===== src/hdl/assert_macros.svh =====
// assertion macros used by the alu top level
`ifndef ASSERT_MACROS_SVH
`define ASSERT_MACROS_SVH

// property must hold at every clock edge outside reset
`define ASSERT_CLK(lbl, clk, rst, prop, msg) \
   lbl: assert property (@(posedge clk) disable iff (rst) (prop)) else $error(msg);

// expression must never be true outside reset
`define ASSERT_NEVER(lbl, clk, rst, expr, msg) \
   lbl: assert property (@(posedge clk) disable iff (rst) !(expr)) else $error(msg);

`endif


===== src/hdl/alu_pkg.sv =====
// shared types and constants of the 8-bit alu with flags
`default_nettype none

package alu_pkg;

   // operation codes
   typedef enum logic [4:0] {
      OP_ADD  = 5'd0,
      OP_ADC  = 5'd1,
      OP_SUB  = 5'd2,
      OP_SBC  = 5'd3,
      OP_AND  = 5'd4,
      OP_XOR  = 5'd5,
      OP_OR   = 5'd6,
      OP_CP   = 5'd7,
      OP_INC  = 5'd8,
      OP_DEC  = 5'd9,
      OP_DAA  = 5'd10,
      OP_CPL  = 5'd11,
      OP_SCF  = 5'd12,
      OP_CCF  = 5'd13,
      OP_RLC  = 5'd14,
      OP_RRC  = 5'd15,
      OP_RL   = 5'd16,
      OP_RR   = 5'd17,
      OP_SLA  = 5'd18,
      OP_SRA  = 5'd19,
      OP_SWAP = 5'd20,
      OP_SRL  = 5'd21,
      OP_BIT  = 5'd22,
      OP_RES  = 5'd23,
      OP_SET  = 5'd24,
      OP_RLCA = 5'd25,
      OP_RRCA = 5'd26,
      OP_RLA  = 5'd27,
      OP_RRA  = 5'd28
   } alu_op_type;

   // flag bit positions
   localparam int FlagZ = 3;
   localparam int FlagN = 2;
   localparam int FlagH = 1;
   localparam int FlagC = 0;

   // decimal adjust limits and corrections
   localparam logic [3:0] DaaLowLimit  = 4'd9;
   localparam logic [7:0] DaaHighLimit = 8'd153;
   localparam logic [7:0] DaaLowCorr   = 8'h06;
   localparam logic [7:0] DaaHighCorr  = 8'h60;

   // one registered operation request
   typedef struct packed {
      alu_op_type op;
      logic [7:0] operand_a;
      logic [7:0] operand_b;
      logic [2:0] bit_index;
      logic [3:0] flags_in;
   } alu_req_type;

   // one computed response
   typedef struct packed {
      logic [7:0] result;
      logic [3:0] flags_out;
      logic       write_result;
   } alu_rsp_type;

endpackage

`default_nettype wire


===== src/hdl/alu_core.sv =====
// combinational datapath: adder, logic ops, decimal adjust, shifter and bit ops
`default_nettype none

module alu_core
   import alu_pkg::*;
(
   input  alu_req_type req,
   output alu_rsp_type rsp
);

   logic [7:0] a;
   logic [7:0] b;
   logic       cin;
   logic       hin;
   logic       nin;
   logic       zin;
   logic       carry_in;
   logic [8:0] sum9;
   logic [8:0] diff9;
   logic [4:0] hsum5;
   logic [4:0] hdiff5;
   logic [7:0] daa_corr;
   logic       daa_carry;
   logic [7:0] daa_res;
   logic [7:0] rot_res;
   logic       rot_carry;
   logic [7:0] bit_mask;

   assign a   = req.operand_a;
   assign b   = req.operand_b;
   assign cin = req.flags_in[FlagC];
   assign hin = req.flags_in[FlagH];
   assign nin = req.flags_in[FlagN];
   assign zin = req.flags_in[FlagZ];

   // carry into the adder only for the with-carry forms
   assign carry_in = ((req.op == OP_ADC) || (req.op == OP_SBC)) ? cin : 1'b0;

   // shared add and subtract with nibble carries
   assign sum9   = {1'b0, a} + {1'b0, b} + {8'd0, carry_in};
   assign diff9  = {1'b0, a} - {1'b0, b} - {8'd0, carry_in};
   assign hsum5  = {1'b0, a[3:0]} + {1'b0, b[3:0]} + {4'd0, carry_in};
   assign hdiff5 = {1'b0, a[3:0]} - {1'b0, b[3:0]} - {4'd0, carry_in};

   // decimal adjust correction
   always_comb begin
      daa_corr  = 8'd0;
      daa_carry = 1'b0;
      if (hin || (!nin && (a[3:0] > DaaLowLimit))) begin
         daa_corr = DaaLowCorr;
      end
      if (cin || (!nin && (a > DaaHighLimit))) begin
         daa_corr  = daa_corr | DaaHighCorr;
         daa_carry = 1'b1;
      end
      daa_res = nin ? (a - daa_corr) : (a + daa_corr);
   end

   // rotates, shifts and swap, accumulator forms included
   always_comb begin
      rot_res   = a;
      rot_carry = 1'b0;
      unique case (req.op)
         OP_RLC, OP_RLCA: begin
            rot_carry = a[7];
            rot_res   = {a[6:0], a[7]};
         end
         OP_RRC, OP_RRCA: begin
            rot_carry = a[0];
            rot_res   = {a[0], a[7:1]};
         end
         OP_RL, OP_RLA: begin
            rot_carry = a[7];
            rot_res   = {a[6:0], cin};
         end
         OP_RR, OP_RRA: begin
            rot_carry = a[0];
            rot_res   = {cin, a[7:1]};
         end
         OP_SLA: begin
            rot_carry = a[7];
            rot_res   = {a[6:0], 1'b0};
         end
         OP_SRA: begin
            rot_carry = a[0];
            rot_res   = {a[7], a[7:1]};
         end
         OP_SWAP: begin
            rot_carry = 1'b0;
            rot_res   = {a[3:0], a[7:4]};
         end
         OP_SRL: begin
            rot_carry = a[0];
            rot_res   = {1'b0, a[7:1]};
         end
         default: begin
            rot_carry = 1'b0;
            rot_res   = a;
         end
      endcase
   end

   assign bit_mask = 8'd1 << req.bit_index;

   // result and flag select
   always_comb begin
      rsp.result       = a;
      rsp.flags_out    = req.flags_in;
      rsp.write_result = 1'b1;
      unique case (req.op)
         OP_ADD, OP_ADC: begin
            rsp.result    = sum9[7:0];
            rsp.flags_out = {(sum9[7:0] == 8'd0), 1'b0, hsum5[4], sum9[8]};
         end
         OP_SUB, OP_SBC, OP_CP: begin
            rsp.result       = diff9[7:0];
            rsp.flags_out    = {(diff9[7:0] == 8'd0), 1'b1, hdiff5[4], diff9[8]};
            rsp.write_result = (req.op != OP_CP);
         end
         OP_AND: begin
            rsp.result    = a & b;
            rsp.flags_out = {((a & b) == 8'd0), 1'b0, 1'b1, 1'b0};
         end
         OP_XOR: begin
            rsp.result    = a ^ b;
            rsp.flags_out = {((a ^ b) == 8'd0), 1'b0, 1'b0, 1'b0};
         end
         OP_OR: begin
            rsp.result    = a | b;
            rsp.flags_out = {((a | b) == 8'd0), 1'b0, 1'b0, 1'b0};
         end
         OP_INC: begin
            rsp.result    = a + 8'd1;
            rsp.flags_out = {(a == 8'hff), 1'b0, (a[3:0] == 4'hf), cin};
         end
         OP_DEC: begin
            rsp.result    = a - 8'd1;
            rsp.flags_out = {(a == 8'h01), 1'b1, (a[3:0] == 4'h0), cin};
         end
         OP_DAA: begin
            rsp.result    = daa_res;
            rsp.flags_out = {(daa_res == 8'd0), nin, 1'b0, daa_carry};
         end
         OP_CPL: begin
            rsp.result    = ~a;
            rsp.flags_out = {zin, 1'b1, 1'b1, cin};
         end
         OP_SCF: begin
            rsp.flags_out = {zin, 1'b0, 1'b0, 1'b1};
         end
         OP_CCF: begin
            rsp.flags_out = {zin, 1'b0, 1'b0, !cin};
         end
         OP_RLC, OP_RRC, OP_RL, OP_RR, OP_SLA, OP_SRA, OP_SWAP, OP_SRL: begin
            rsp.result    = rot_res;
            rsp.flags_out = {(rot_res == 8'd0), 1'b0, 1'b0, rot_carry};
         end
         OP_RLCA, OP_RRCA, OP_RLA, OP_RRA: begin
            // accumulator rotates always clear zero
            rsp.result    = rot_res;
            rsp.flags_out = {1'b0, 1'b0, 1'b0, rot_carry};
         end
         OP_BIT: begin
            rsp.flags_out    = {!a[req.bit_index], 1'b0, 1'b1, cin};
            rsp.write_result = 1'b0;
         end
         OP_RES: begin
            rsp.result = a & ~bit_mask;
         end
         OP_SET: begin
            rsp.result = a | bit_mask;
         end
         default: begin
            // unused codes pass the operand and flags, no write-back
            rsp.write_result = 1'b0;
         end
      endcase
   end

endmodule

`default_nettype wire


===== src/hdl/cpu_alu_with_flags.sv =====
// Top level of the 8-bit alu with Z/N/H/C flags. A transaction is taken at every
// clock edge where start is high and busy is low; busy is always low, so one
// transaction can enter in every cycle. Each transaction goes through an input
// register and the combinational datapath into a result register. Its result is
// on the rsp_ ports from the clock edge after the one that took it, for
// exactly one cycle marked by rsp_valid. The receiver cannot stall: a result is
// gone after that cycle. Results come out in the order the transactions were taken.
`default_nettype none
`include "assert_macros.svh"

module cpu_alu_with_flags
   import alu_pkg::*;
(
   input  logic       clock,
   input  logic       reset,
   input  logic       start,
   output logic       busy,
   input  logic [4:0] req_type,
   input  logic [7:0] req_operand_a,
   input  logic [7:0] req_operand_b,
   input  logic [2:0] req_bit_index,
   input  logic [3:0] req_flags_in,
   output logic       rsp_valid,
   output logic [7:0] rsp_result,
   output logic [3:0] rsp_flags_out,
   output logic       rsp_write_result
);

   logic        req_valid_ff;
   logic        req_valid_in;
   alu_req_type req_ff;
   alu_req_type req_in;
   alu_rsp_type core_rsp;
   logic        rsp_valid_ff;
   logic        rsp_valid_in;
   alu_rsp_type rsp_ff;

   // the datapath takes a transaction in every cycle
   assign busy = 1'b0;

   // input register
   assign req_valid_in = start && !busy;
   assign req_in = '{op:        alu_op_type'(req_type),
                     operand_a: req_operand_a,
                     operand_b: req_operand_b,
                     bit_index: req_bit_index,
                     flags_in:  req_flags_in};

   always_ff @(posedge clock) begin
      if (reset) begin
         req_valid_ff <= 1'b0;
      end else begin
         req_valid_ff <= req_valid_in;
      end
   end

   always_ff @(posedge clock) begin
      if (req_valid_in) begin
         req_ff <= req_in;
      end
   end

   // combinational datapath
   alu_core u_core (
      .req (req_ff),
      .rsp (core_rsp)
   );

   // result register
   assign rsp_valid_in = req_valid_ff;

   always_ff @(posedge clock) begin
      if (reset) begin
         rsp_valid_ff <= 1'b0;
      end else begin
         rsp_valid_ff <= rsp_valid_in;
      end
   end

   always_ff @(posedge clock) begin
      if (rsp_valid_in) begin
         rsp_ff <= core_rsp;
      end
   end

   assign rsp_valid        = rsp_valid_ff;
   assign rsp_result       = rsp_ff.result;
   assign rsp_flags_out    = rsp_ff.flags_out;
   assign rsp_write_result = rsp_ff.write_result;

   // an accepted transaction loads the input stage
   `ASSERT_CLK(a_accept_loads, clock, reset, (start && !busy) |=> req_valid_ff, "accepted transaction not registered")
   // a loaded input stage yields a result strobe next cycle
   `ASSERT_CLK(a_stage_to_rsp, clock, reset, req_valid_ff |=> rsp_valid, "input stage did not reach the result register")
   // no result strobe without a transaction taken through the input and result registers
   `ASSERT_CLK(a_no_invented, clock, reset, rsp_valid |-> $past(start && !busy, 2), "result strobe without a transaction")
   // compare and bit test never request write-back
   `ASSERT_NEVER(a_no_cp_write, clock, reset, rsp_valid_in && ((req_ff.op == OP_CP) || (req_ff.op == OP_BIT)) && core_rsp.write_result, "write-back on compare or bit test")

endmodule

`default_nettype wire

===== config.mk =====
export PLATFORM = sky130hd
export DESIGN_NAME = cpu_alu_with_flags
export DESIGN_NICKNAME = d
export VERILOG_FILES = /design/src/hdl/alu_pkg.sv /design/src/hdl/alu_core.sv /design/src/hdl/cpu_alu_with_flags.sv
export VERILOG_INCLUDE_DIRS = /design/src /design/src/hdl
export SDC_FILE = /design/constraint.sdc
export NUM_CORES = 1
export LEC_CHECK = 0
export ABC_AREA = 0
export ABC_CLOCK_PERIOD_IN_PS = 4700
export BUFFER_PORTS_ARGS = -buffer_cell sky130_fd_sc_hd__buf_2
export CAP_MARGIN = 10
export CORE_MARGIN = 10
export CORE_UTILIZATION = 32
export DETAILED_ROUTE_END_ITERATION = 10
export PLACE_DENSITY = 0.56
export SYNTH_ARGS = -nofsm -noshare
export SYNTH_HDL_FRONTEND = slang
export SYNTH_SLANG_ARGS = --single-unit

===== constraint.sdc =====
create_clock -name clock -period 4.7 [get_ports clock]
set_input_delay 0.235 -clock clock [delete_from_list [all_inputs] [get_ports clock]]
set_output_delay 0.235 -clock clock [all_outputs]
set_load 0.01 [all_outputs]

==> qor.yml <==
run_status: "finished, final reports clean"
start_util: 0.3269
r2r-end: "rsp_result[6]"
grt_max_degree: 45
crit_path_start_kind: "flop"
cpLargestDelayFamily: "compound AO/OA/AOI/OAI gates"
hpwl_um: 15650
yosysTopAreaCellShare: 0.2468
finalHoldViolCount: 0
ys.flop_type: "edfxtp_1"
port_buffers: 44
cp-startpoint: "req_ff[16]"
crit_chain: "inv_1, ha_1, nor2_1, nor2_1, nor2_1, a21oi_1, inv_1, ha_1, mux2_2, ha_1, and3_1, a211o_1, a311oi_1, nor2_1, o41ai_1, o21ai_1"
reg2reg_depth: 16
min-delay-start: "req_operand_b[3]"
cellLeakagePower_nw: 2.160
period_minus_slack_ps: 4339
grt_usage: 0.2007
critPathSlowestCell: "edfxtp_1"
setup.worst_path.end_class: "flop"
numCtsBuffers: 5
post_cts_buffers: 0
p_sw_frac: 0.4156
clk_path_buf_depth: 2
drive_gt1_frac: 0.1328
antenna_left: 0
hold_buffers: 0
ys_top_cells_by_area: "edfxtp_1 (25%), ha_1 (11%), nor2_1 (3.4%)"
synth-seq-cells: 43
worstPathMaxFanout: 6
worstPathArrival_ps: 4370
diodes: 0
synth_cells: 598
maxSlewHeadroom: 0.2427
die_w_um: 144.9
combPwrFrac: 0.462
drv_cap: 0
synth-edff-count: 41
vias: 5155
clock-sinks: 43
synth_area_sq_um: 4989
ctsResizeCount: 0
yosysWarningCount: 0
dieHeight_um: 144.9
hp-class: "in -> reg"
syn_to_final_growth_pct: 10.89
avgRoutedWirePerCell_um: 25.05
rsz0062_at_grt: "false"
async_flop_share: 0
yosys.area.top_type: "edfxtp_1"
ff2ff_setup_slack_ps: 360
rows: 45
worstReg2RegStart: "req_ff[16]"
yosysMostFrequentCell: "nor2_1"
seqPwrFrac: 0.315
gp_congestion: 1.047
routed_wl_um: 20940
fin_crit_sh: 0.9232
synth_common_cells: "nor2_1 (45), ha_1 (43), nand2_1 (43)"
path_buf_inv: 2
worstPathRequired_ps: 4730
critPathMaxStageDelay_ps: 390
antenna_found_initial: 0
setup_viol: 0
io_pins: 46
max_freq_mhz: 230.5
intPower_w: 0.0009200
slew_violations: 0
die-area_sq_um: 20980
cts_root_buffer: "clkbuf_16"
power_frac_clock: 0.223
synth_area_per_cell_sq_um: 8.342
core_area_sq_um: 15260
critPathKind: "reg -> reg"
clk_latency_ps: 310
endpoint: "rsp_result[6]"
yosysUniqueCellTypes: 79
worstMarginPinSlew_ps: 1127
p_switching_w: 0.0006544
setup_tns_ps: 0
nNetsFinal: 702
htree_levels: 2
cts.clk_slew.worst_paths_ps: 70
remaining_drc_errors: 0
yosysSeqAreaShare: 0.2548
vias_per_cell: 6.166
critPathMostFrequentCell: "nor2_1"
grt_overflow: 0
cts_tree: "done"
hold_depth: 1
skew_ps: 17.78
powerDensity_nw_per_um2: 284.6
peakVddDrop_uv: 134.9
cp.depth: 16
drt_iter0_markers: 758
firstDrtPassIters: 6
final_util: 0.3625
grt_pass1_wl_um: 31670
synth_fp_nets: 676
grt_pass1_vias: 4964
power by group through the flow:
stage	clock, W	sequential (W)	combinational (W)
floorplan	0	0.000498	0.000473
global placement	0	0.000503	0.000696
detailed placement	0	0.000503	0.000701
CTS	0.000360	0.000495	0.000705
global route	0.000376	0.000500	0.000780
finish	0.000351	0.000495	0.000728
metal layers:
layer | up-vias | track usage | wire length, um
met5 | - | 0 | 0
met4 | 0 | 0.08457 | 767
met3 | 51 | 0.04433 | 1945
met2 | 293 | 0.3039 | 9198
met1 | 2501 | 0.2686 | 9027
li1 | 2310 | - | -
stage by stage:
step	cell area [sq um]	worst slack (ps)	power (W)	hold slack, ps	instances
global placement	5394	648.7	0.001199	410.9	828
floorplan	4989	666.8	0.0009718	306.6	598
global route	5532	91.31	0.001656	95.59	836
detailed placement	5394	509.3	0.001204	409.7	828
finish	5532	361.0	0.001574	98.38	836
CTS	5532	460.2	0.001561	95.60	836
cell usage in the layout (no fill, tap or decap), types with 5 or more instances in the layout:
cell type and n:
nor2_1 45, buf_2 44, nand2_1 43, ha_1 43, edfxtp_1 41, o21ai_0 32, a21oi_1 31, inv_1 30
nand3_1 26, buf_4 19, nor3_1 17, xnor2_1 14, nor4_1 13, nor3b_1 10, xor2_1 10, and3_1 10
o22ai_1 10, nand2b_1 10, nand4_1 10, nor2b_1 9, a211oi_1 8, a22oi_1 7, nor4b_1 7, mux2i_1 6
o2111ai_1 6, a32oi_1 6, a21boi_0 5, a221oi_1 5, clkbuf_16 5
state kept, by name, indices dropped and copies added, names as in the netlist:
| name | flops |
|---|---|
| rsp_valid | 1 |
| rsp_write_result | 1 |
| rsp_result | 8 |
| rsp_flags_out | 4 |
| req_valid_ff | 1 |
| req_ff | 28 |
worst min path at each step:
stage                               to  slack (ps)
after CTS                    rsp_valid         100
after global routing        req_ff[10]         100
after global placement       rsp_valid         410
after floorplan           req_valid_ff         310
after detailed placement     rsp_valid         410
final                       req_ff[10]         100
logic make-up (layout without fill, tap and decap cells):
kind of cell    Yosys count  after routing  synth area share
compound gates          167            167            0.2328
xor+xnor                 24             24           0.04214
fa+ha+maj                47             47            0.1239
buf+inv                  75            102           0.06772
flops                    43             43            0.2548
mux                       9              9           0.02333
other cells               1              1         0.0007517
simple gates            232            232            0.2546
cell type report:
type                            instances  area [sq um]
Inverter                               31         116.4
Clock buffer                            7         132.6
Sequential cell                        43          1271
Fill cell                            1607          9727
Timing Repair Buffer                   63         362.8
Clock inverter                          1         5.005
Tap cell                              211         264.0
Multi-Input combinational cell        480          3379
Power figures use the tool's default switching activity.
